**src/rtl/core/uoeu_pkg.sv**
```systemverilog
// uoeu_pkg: shared types for the undocumented opcode execute unit
// decoded operation codes and the item carried from front to back
// no dependencies
package uoeu_pkg;

   localparam logic [7:0] SP_RESET = 8'hFD;
   localparam logic [2:0] COL_IMM  = 3'd2;
   localparam logic [2:0] COL_ABSY = 3'd6;
   localparam logic [2:0] COL_INDY = 3'd4;
   localparam logic [2:0] COL_ABSX = 3'd7;
   localparam logic [2:0] ROW_SLO  = 3'd0;
   localparam logic [2:0] ROW_RLA  = 3'd1;
   localparam logic [2:0] ROW_SRE  = 3'd2;
   localparam logic [2:0] ROW_RRA  = 3'd3;
   localparam logic [2:0] ROW_SAX  = 3'd4;
   localparam logic [2:0] ROW_LAX  = 3'd5;
   localparam logic [2:0] ROW_DCP  = 3'd6;
   localparam logic [2:0] ROW_ISC  = 3'd7;

   typedef enum logic [4:0] {
      OP_SLO, OP_RLA, OP_SRE, OP_RRA, OP_ANC, OP_ALR, OP_ARR, OP_SAX, OP_TAS,
      OP_AHX, OP_XAA, OP_LAX, OP_LAS, OP_AXS, OP_DCP, OP_ISC, OP_SBC
   } op_type;

   typedef struct packed {
      op_type     op;
      logic [7:0] operand;
      logic [7:0] addr_hi_inc;
   } item_type;

endpackage

```
**src/rtl/core/uoeu_front.sv**
```systemverilog
// uoeu_front: accepts request beats and decodes row and column into an operation
// depends on uoeu_pkg
module uoeu_front (
   input  logic                clock,
   input  logic                reset,
   input  logic                req_valid,
   output logic                req_stall,
   input  logic [2:0]          req_operation,
   input  logic [2:0]          req_column,
   input  logic [7:0]          req_operand,
   input  logic [7:0]          req_address_high,
   output logic                push_valid,
   input  logic                push_stall,
   output uoeu_pkg::item_type  push_item
);

   logic               valid_ff, valid_in;
   uoeu_pkg::item_type item_ff, item_in;
   uoeu_pkg::op_type   op;
   logic               imm;
   logic               accept;

   assign imm = (req_column == uoeu_pkg::COL_IMM);

   always_comb begin
      unique case (req_operation)
         uoeu_pkg::ROW_SLO: op = imm ? uoeu_pkg::OP_ANC : uoeu_pkg::OP_SLO;
         uoeu_pkg::ROW_RLA: op = imm ? uoeu_pkg::OP_ANC : uoeu_pkg::OP_RLA;
         uoeu_pkg::ROW_SRE: op = imm ? uoeu_pkg::OP_ALR : uoeu_pkg::OP_SRE;
         uoeu_pkg::ROW_RRA: op = imm ? uoeu_pkg::OP_ARR : uoeu_pkg::OP_RRA;
         uoeu_pkg::ROW_SAX: begin
            if (imm)
               op = uoeu_pkg::OP_XAA;
            else if (req_column == uoeu_pkg::COL_ABSY)
               op = uoeu_pkg::OP_TAS;
            else if (req_column inside {uoeu_pkg::COL_INDY, uoeu_pkg::COL_ABSX})
               op = uoeu_pkg::OP_AHX;
            else
               op = uoeu_pkg::OP_SAX;
         end
         uoeu_pkg::ROW_LAX: op = (req_column == uoeu_pkg::COL_ABSY) ?
                                 uoeu_pkg::OP_LAS : uoeu_pkg::OP_LAX;
         uoeu_pkg::ROW_DCP: op = imm ? uoeu_pkg::OP_AXS : uoeu_pkg::OP_DCP;
         default:           op = imm ? uoeu_pkg::OP_SBC : uoeu_pkg::OP_ISC;
      endcase
   end

   assign req_stall = valid_ff && push_stall;
   assign accept    = req_valid && !req_stall;

   always_comb begin
      valid_in = valid_ff && push_stall;
      item_in  = item_ff;
      if (accept) begin
         valid_in            = 1'b1;
         item_in.op          = op;
         item_in.operand     = req_operand;
         item_in.addr_hi_inc = req_address_high + 8'd1;
      end
   end

   always_ff @(posedge clock) begin
      if (reset) begin
         valid_ff <= 1'b0;
      end else begin
         valid_ff <= valid_in;
      end
      item_ff <= item_in;
   end

   assign push_valid = valid_ff;
   assign push_item  = item_ff;

endmodule

```
**src/rtl/core/uoeu_queue.sv**
```systemverilog
// uoeu_queue: two-entry queue between decode and execute
// depends on uoeu_pkg
module uoeu_queue (
   input  logic                clock,
   input  logic                reset,
   input  logic                push_valid,
   output logic                push_stall,
   input  uoeu_pkg::item_type  push_item,
   output logic                pop_valid,
   input  logic                pop_stall,
   output uoeu_pkg::item_type  pop_item
);

   uoeu_pkg::item_type entry_ff [2];
   logic               wr_ptr_ff, wr_ptr_in;
   logic               rd_ptr_ff, rd_ptr_in;
   logic [1:0]         count_ff, count_in;
   logic               push, pop;

   assign push_stall = (count_ff == 2'd2);
   assign pop_valid  = (count_ff != 2'd0);
   assign pop_item   = entry_ff[rd_ptr_ff];
   assign push       = push_valid && !push_stall;
   assign pop        = pop_valid && !pop_stall;

   always_comb begin
      wr_ptr_in = wr_ptr_ff ^ push;
      rd_ptr_in = rd_ptr_ff ^ pop;
      count_in  = count_ff + {1'b0, push} - {1'b0, pop};
   end

   always_ff @(posedge clock) begin
      if (reset) begin
         wr_ptr_ff <= 1'b0;
         rd_ptr_ff <= 1'b0;
         count_ff  <= 2'd0;
      end else begin
         wr_ptr_ff <= wr_ptr_in;
         rd_ptr_ff <= rd_ptr_in;
         count_ff  <= count_in;
      end
      if (push) begin
         entry_ff[wr_ptr_ff] <= push_item;
      end
   end

endmodule

```
**src/rtl/core/uoeu_back.sv**
```systemverilog
// uoeu_back: executes decoded operations against A, X, SP and flags
// holds the response register; depends on uoeu_pkg
module uoeu_back (
   input  logic                clock,
   input  logic                reset,
   input  logic                pop_valid,
   output logic                pop_stall,
   input  uoeu_pkg::item_type  pop_item,
   output logic                rsp_valid,
   input  logic                rsp_stall,
   output logic                rsp_write_enable,
   output logic [7:0]          rsp_write_data,
   output logic [7:0]          rsp_acc_out,
   output logic [7:0]          rsp_index_x_out,
   output logic [7:0]          rsp_stack_ptr_out,
   output logic                rsp_carry_out,
   output logic                rsp_zero_out,
   output logic                rsp_negative_out,
   output logic                rsp_overflow_out
);

   logic [7:0] a_ff, a_in, x_ff, x_in, sp_ff, sp_in;
   logic       c_ff, c_in, z_ff, z_in, n_ff, n_in, v_ff, v_in;
   logic       out_valid_ff, out_valid_in;
   logic       wen_ff, wen_in;
   logic [7:0] wdata_ff, wdata_in;
   logic       take;

   logic [7:0] m, hp, t, zn_val, sub_opnd, wd_dec;
   logic [8:0] sum, diff;
   logic       cin, borrow;

   assign pop_stall = out_valid_ff && rsp_stall;
   assign take      = pop_valid && !pop_stall;
   assign m         = pop_item.operand;
   assign hp        = pop_item.addr_hi_inc;
   assign wd_dec    = m - 8'd1;

   always_comb begin
      a_in     = a_ff;
      x_in     = x_ff;
      sp_in    = sp_ff;
      c_in     = c_ff;
      v_in     = v_ff;
      wen_in   = 1'b0;
      wdata_in = 8'd0;
      t        = a_ff & x_ff;
      zn_val   = a_ff;
      cin      = c_ff;
      sum      = 9'd0;
      diff     = 9'd0;
      borrow   = !c_ff;
      sub_opnd = m;
      unique case (pop_item.op)
         uoeu_pkg::OP_ANC: begin
            a_in   = a_ff & m;
            zn_val = a_in;
            c_in   = a_in[7];
         end
         uoeu_pkg::OP_SLO: begin
            wen_in   = 1'b1;
            wdata_in = {m[6:0], 1'b0};
            c_in     = m[7];
            a_in     = a_ff | wdata_in;
            zn_val   = a_in;
         end
         uoeu_pkg::OP_RLA: begin
            wen_in   = 1'b1;
            wdata_in = {m[6:0], c_ff};
            c_in     = m[7];
            a_in     = a_ff & wdata_in;
            zn_val   = a_in;
         end
         uoeu_pkg::OP_SRE: begin
            wen_in   = 1'b1;
            wdata_in = {1'b0, m[7:1]};
            c_in     = m[0];
            a_in     = a_ff ^ wdata_in;
            zn_val   = a_in;
         end
         uoeu_pkg::OP_ALR: begin
            t      = a_ff & m;
            c_in   = t[0];
            a_in   = {1'b0, t[7:1]};
            zn_val = a_in;
         end
         uoeu_pkg::OP_ARR: begin
            t      = a_ff & m;
            a_in   = {c_ff, t[7:1]};
            zn_val = a_in;
            c_in   = a_in[6];
            v_in   = a_in[6] ^ a_in[5];
         end
         uoeu_pkg::OP_RRA: begin
            wen_in   = 1'b1;
            wdata_in = {c_ff, m[7:1]};
            cin      = m[0];
            sum      = {1'b0, a_ff} + {1'b0, wdata_in} + {8'd0, cin};
            v_in     = (~(a_ff[7] ^ wdata_in[7])) & (a_ff[7] ^ sum[7]);
            c_in     = sum[8];
            a_in     = sum[7:0];
            zn_val   = a_in;
         end
         uoeu_pkg::OP_SAX: begin
            wen_in   = 1'b1;
            wdata_in = t;
            zn_val   = a_ff;
         end
         uoeu_pkg::OP_TAS: begin
            sp_in    = t;
            wen_in   = 1'b1;
            wdata_in = t & hp;
         end
         uoeu_pkg::OP_AHX: begin
            wen_in   = 1'b1;
            wdata_in = t & hp;
         end
         uoeu_pkg::OP_XAA: begin
            a_in   = x_ff & m;
            zn_val = a_in;
         end
         uoeu_pkg::OP_LAX: begin
            a_in   = m;
            x_in   = m;
            zn_val = m;
         end
         uoeu_pkg::OP_LAS: begin
            t      = m & sp_ff;
            a_in   = t;
            x_in   = t;
            sp_in  = t;
            zn_val = t;
         end
         uoeu_pkg::OP_AXS: begin
            diff   = {1'b0, t} - {1'b0, m};
            c_in   = !diff[8];
            x_in   = diff[7:0];
            zn_val = x_in;
         end
         uoeu_pkg::OP_DCP: begin
            wen_in   = 1'b1;
            wdata_in = wd_dec;
            diff     = {1'b0, a_ff} - {1'b0, wd_dec};
            c_in     = !diff[8];
            zn_val   = diff[7:0];
         end
         default: begin
            if (pop_item.op == uoeu_pkg::OP_ISC) begin
               wen_in   = 1'b1;
               wdata_in = m + 8'd1;
               sub_opnd = wdata_in;
            end
            diff   = {1'b0, a_ff} - {1'b0, sub_opnd} - {8'd0, borrow};
            c_in   = !diff[8];
            v_in   = (a_ff[7] ^ diff[7]) & (a_ff[7] ^ sub_opnd[7]);
            a_in   = diff[7:0];
            zn_val = a_in;
         end
      endcase
      z_in = (zn_val == 8'd0);
      n_in = zn_val[7];
      if (pop_item.op inside {uoeu_pkg::OP_SAX, uoeu_pkg::OP_TAS, uoeu_pkg::OP_AHX}) begin
         z_in = z_ff;
         n_in = n_ff;
      end
   end

   always_comb begin
      out_valid_in = out_valid_ff && rsp_stall;
      if (take) begin
         out_valid_in = 1'b1;
      end
   end

   always_ff @(posedge clock) begin
      if (reset) begin
         out_valid_ff <= 1'b0;
         a_ff         <= 8'd0;
         x_ff         <= 8'd0;
         sp_ff        <= uoeu_pkg::SP_RESET;
         c_ff         <= 1'b0;
         z_ff         <= 1'b0;
         n_ff         <= 1'b0;
         v_ff         <= 1'b0;
      end else begin
         out_valid_ff <= out_valid_in;
         if (take) begin
            a_ff  <= a_in;
            x_ff  <= x_in;
            sp_ff <= sp_in;
            c_ff  <= c_in;
            z_ff  <= z_in;
            n_ff  <= n_in;
            v_ff  <= v_in;
         end
      end
      if (take) begin
         wen_ff   <= wen_in;
         wdata_ff <= wdata_in;
      end
   end

   assign rsp_valid         = out_valid_ff;
   assign rsp_write_enable  = wen_ff;
   assign rsp_write_data    = wdata_ff;
   assign rsp_acc_out       = a_ff;
   assign rsp_index_x_out   = x_ff;
   assign rsp_stack_ptr_out = sp_ff;
   assign rsp_carry_out     = c_ff;
   assign rsp_zero_out      = z_ff;
   assign rsp_negative_out  = n_ff;
   assign rsp_overflow_out  = v_ff;

endmodule

```
**src/rtl/core/undocumented_opcode_execute_unit.sv**
```systemverilog
// undocumented_opcode_execute_unit: top level of the undocumented opcode executor
// ties decode front, queue and execute back; depends on uoeu_pkg and uoeu_* modules
//
//   channel | direction | handshake            | beat contents
//   req     | in        | req_valid/req_stall  | operation, column, operand, address_high
//   rsp     | out       | rsp_valid/rsp_stall  | write enable/data, A, X, SP, C, Z, N, V
//
// one beat per cycle sustained while rsp_stall is low; rsp_valid rises once the beat has passed
// the decode register, the queue entry and the response register, in that order
// reset clears A, X and the flags and sets SP to 0xFD; queue and response go empty
// rsp_stall holds the response register; the queue and decode register absorb three
// more beats before req_stall rises
module undocumented_opcode_execute_unit (
   input  logic       clock,
   input  logic       reset,
   input  logic       req_valid,
   output logic       req_stall,
   input  logic [2:0] req_operation,
   input  logic [2:0] req_column,
   input  logic [7:0] req_operand,
   input  logic [7:0] req_address_high,
   output logic       rsp_valid,
   input  logic       rsp_stall,
   output logic       rsp_write_enable,
   output logic [7:0] rsp_write_data,
   output logic [7:0] rsp_acc_out,
   output logic [7:0] rsp_index_x_out,
   output logic [7:0] rsp_stack_ptr_out,
   output logic       rsp_carry_out,
   output logic       rsp_zero_out,
   output logic       rsp_negative_out,
   output logic       rsp_overflow_out
);

   logic               push_valid, push_stall;
   uoeu_pkg::item_type push_item;
   logic               pop_valid, pop_stall;
   uoeu_pkg::item_type pop_item;

   uoeu_front u_front (
      .clock            (clock),
      .reset            (reset),
      .req_valid        (req_valid),
      .req_stall        (req_stall),
      .req_operation    (req_operation),
      .req_column       (req_column),
      .req_operand      (req_operand),
      .req_address_high (req_address_high),
      .push_valid       (push_valid),
      .push_stall       (push_stall),
      .push_item        (push_item)
   );

   uoeu_queue u_queue (
      .clock      (clock),
      .reset      (reset),
      .push_valid (push_valid),
      .push_stall (push_stall),
      .push_item  (push_item),
      .pop_valid  (pop_valid),
      .pop_stall  (pop_stall),
      .pop_item   (pop_item)
   );

   uoeu_back u_back (
      .clock             (clock),
      .reset             (reset),
      .pop_valid         (pop_valid),
      .pop_stall         (pop_stall),
      .pop_item          (pop_item),
      .rsp_valid         (rsp_valid),
      .rsp_stall         (rsp_stall),
      .rsp_write_enable  (rsp_write_enable),
      .rsp_write_data    (rsp_write_data),
      .rsp_acc_out       (rsp_acc_out),
      .rsp_index_x_out   (rsp_index_x_out),
      .rsp_stack_ptr_out (rsp_stack_ptr_out),
      .rsp_carry_out     (rsp_carry_out),
      .rsp_zero_out      (rsp_zero_out),
      .rsp_negative_out  (rsp_negative_out),
      .rsp_overflow_out  (rsp_overflow_out)
   );

endmodule
```
**config.mk**
```make
export PLATFORM = sky130hd
export DESIGN_NAME = undocumented_opcode_execute_unit
export DESIGN_NICKNAME = d
export VERILOG_FILES = /design/src/rtl/core/uoeu_pkg.sv /design/src/rtl/core/uoeu_front.sv /design/src/rtl/core/uoeu_queue.sv /design/src/rtl/core/uoeu_back.sv /design/src/rtl/core/undocumented_opcode_execute_unit.sv
export SDC_FILE = /design/constraint.sdc
export NUM_CORES = 1
export LEC_CHECK = 0
export BUFFER_PORTS_ARGS = -buffer_cell sky130_fd_sc_hd__buf_4
export CORE_MARGIN = 1.5
export CORE_UTILIZATION = 60
export DETAILED_ROUTE_END_ITERATION = 7
export PLACE_DENSITY = 0.76
export SLEW_MARGIN = 20
export SYNTH_ARGS = -nofsm -noshare
export SYNTH_HDL_FRONTEND = slang
export SYNTH_SLANG_ARGS = --single-unit
```
**constraint.sdc**
```tcl
create_clock -name clock -period 6.4 [get_ports clock]
set_input_delay 0.32 -clock clock [delete_from_list [all_inputs] [get_ports clock]]
set_output_delay 0.32 -clock clock [all_outputs]
set_load 0.005 [all_outputs]
```
==> impl_metrics.env <==
export IMPL_layout_nets=926
export IMPL_fin_skew_ns=0.0101
export IMPL_grt_pass1_vias=6614
export IMPL_die_y_um=114
export IMPL_start_kind="register"
export IMPL_post_cts_setup_buffer_count=0
export IMPL_synth_ff_type="edfxtp_1"
export IMPL_grtUsageTotal_pct=36.0
export IMPL_drt_iter0_drc=653
export IMPL_worstSetupPathType="reg2reg"
export IMPL_routabilityCongestion=1.03
export IMPL_crit_fanout=23
export IMPL_synth_top_area_cell="edfxtp_1"
export IMPL_htree_levels=3
export IMPL_status="finished clean"
export IMPL_grt_pass1_wl_um=35200
export IMPL_synth_top_area_share_pct=29.2
export IMPL_yosysWarnings=0
export IMPL_numPortBuffers=64
export IMPL_dpl_worst_slack_ns=1.06
export IMPL_synthDistinctLibCells=75
export IMPL_hold_viol=0
export IMPL_fmax_mhz=179
export IMPL_final_cell_mix="nor2_1 (78), buf_4 (77), edfxtp_1 (72), nand2_1 (67)"
export IMPL_areaGrowthSynthToFinish_pct=12.3
export IMPL_tightest_slew_ns=1.20
export IMPL_cts_tree="built"
export IMPL_cts_root_buf="clkbuf_16"
export IMPL_die_width_um=114
export IMPL_post_cts_resized=0
export IMPL_ir_drop_mv=0.288
export IMPL_async_flop_share_pct=0
export IMPL_drc=0
export IMPL_yosysSeqAreaShare_pct=38.4
export IMPL_min_period_ns=5.58
export IMPL_maxSlewViolCount=0
export IMPL_hpwl_um=17300
export IMPL_end_kind="register"
export IMPL_grt_max_degree=34
export IMPL_min_path_type="in2reg"
export IMPL_grt_antenna_before_repair=0
export IMPL_synth_nets=870
export IMPL_critPathArrivalTime_ns=5.85
export IMPL_timing_max_cap_violations=0
export IMPL_clock_path_buffers=2
export IMPL_postCtsHoldBufs=0
export IMPL_leakagePower_nw=3.29
export IMPL_final_common_cell="nor2_1"
export IMPL_max_slew_margin_rel_pct=19.5
export IMPL_hold_ws_ns=0.140
export IMPL_cts_sinks=106
export IMPL_power_density_nw_per_um2=413
export IMPL_numCtsBuffers=9
export IMPL_cp_data_required_time_ns=6.67
export IMPL_fin_crit_sh_pct=87.1
export IMPL_insertedDiodeCount=0
export IMPL_wl_per_cell_um=23.0
export IMPL_grt_overflow_total=0
export IMPL_synth_edf_count=72
export IMPL_die_area_um2=13000
export IMPL_clk_latency_ns=0.36
export IMPL_setup_violations=0
export IMPL_rsz0062_at_grt="no"
export IMPL_postLayoutCoreUtil_pct=69.2
export IMPL_syn_area_um2=7400
export IMPL_num_io_pins=65
export IMPL_power_mw=3.44
export IMPL_synth_area_leaders="edfxtp_1 (29%), dfxtp_1 (9.2%), ha_1 (7.9%)"
export IMPL_initial_core_util_pct=61.6
export IMPL_core_um2=12000
export IMPL_regToRegSetupSlack_ns=0.82
export IMPL_avgSynthCellArea_um2=9.36
export IMPL_route_antenna_remaining_nets=0
export IMPL_synth_seq_cells=106
export IMPL_setup_tns_ns=0
export IMPL_path_clk_slew_ns=0.08
export IMPL_num_vias=6834
export IMPL_wl_um=23000
export IMPL_placementRows=40
export IMPL_setup_slack_ns=0.824
export IMPL_layout_drive_gt1_share_pct=13.4
export IMPL_syn_inst=791
export IMPL_first_pass_iters=6
export IMPL_viasPerCell=6.84
[layout make-up]
cell class                      instances  area, um2
Tap cell                              147        184
Timing Repair Buffer                   77        578
Clock inverter                          6       71.3
Clock buffer                           10        239
Fill cell                             952       3700
Inverter                               48        180
Multi-Input combinational cell        605       4220
Sequential cell                       106       2840
[layer usage]
layer  part of all wire [%]  wire length [um]  global-route usage, %  up-vias
met5                      0                 0                      0        -
met4                    6.8              1550                   21.6        0
met3                    9.2              2120                   7.73      122
met2                     46             10700                   59.2      431
met1                     38              8690                   43.5     3216
li1                       -                 -                      -     3065
[worst max-delay path: stages, from the launching register on]
cell      delay [ns]
dfxtp_2         0.66
mux2i_1         0.82
nor2_1          0.28
nand2_1         0.39
clkinv_1        0.35
ha_1            0.41
fa_1            0.42
ha_1            0.30
o21ai_0         0.10
a211oi_1        0.60
mux2i_1         0.30
nor2_1          0.10
xnor2_1         0.12
or4_1           0.40
a311oi_1        0.24
[flip-flops by register name (all words and copies together), names as in the netlist, 2 cells and up]
register and cells:
u_back.rsp_index_x_out 8, u_queue.entry_ff 42, u_queue.count_ff 2, u_back.rsp_stack_ptr_out 8, u_back.rsp_acc_out 8, u_back.rsp_write_data 8, u_front.push_item 21
[through the flow]
| step | cell area [um2] | instances |
|---|---|---|
| final | 8310 | 999 |
| after global routing | 8310 | 999 |
| after CTS | 8310 | 999 |
| after detailed placement | 8000 | 983 |
| after global placement | 8000 | 983 |
| after floorplan | 7400 | 791 |
[power by group]
group | internal (mW) | leakage (nW) | switching (mW)
Combinational | 0.744 | 2.18 | 1.10
Clock | 0.319 | 0.151 | 0.259
Sequential | 0.860 | 0.958 | 0.159
Total | 1.92 | 3.29 | 1.51
[worst paths after layout]
kind                         from                       to  depth (start not counted)
min                req_operand[1]     u_front.push_item[9]                          1
max reg2reg     u_queue.rd_ptr_ff  u_back.rsp_overflow_out                         14
max             u_queue.rd_ptr_ff  u_back.rsp_overflow_out                         14
min reg2reg  u_front.push_item[7]   u_queue.entry_ff[0][7]                          0
[cells in the mapped netlist (19+ instances only)]
| master | number |
|---|---|
| a211oi_1 | 19 |
| a21oi_1 | 39 |
| clkbuf_1 | 21 |
| dfxtp_1 | 34 |
| edfxtp_1 | 72 |
| ha_1 | 47 |
| inv_1 | 45 |
| mux2i_1 | 21 |
| nand2_1 | 67 |
| nor2_1 | 78 |
| nor3_1 | 21 |
| o21ai_0 | 47 |
| xnor2_1 | 37 |
[cells by family after synthesis]
kind of cell | count (synthesis) | share of synthesized area [%]
AO/OA/AOI/OAI | 222 | 20.7
XOR/XNOR | 54 | 6.39
adder cells (fa/ha/maj) | 53 | 9.57
buffers and inverters | 80 | 4.72
flip-flops | 106 | 38.4
multiplexers | 27 | 4.02
AND/OR/NAND/NOR | 249 | 16.2
Power figures use the tool's default switching activity.
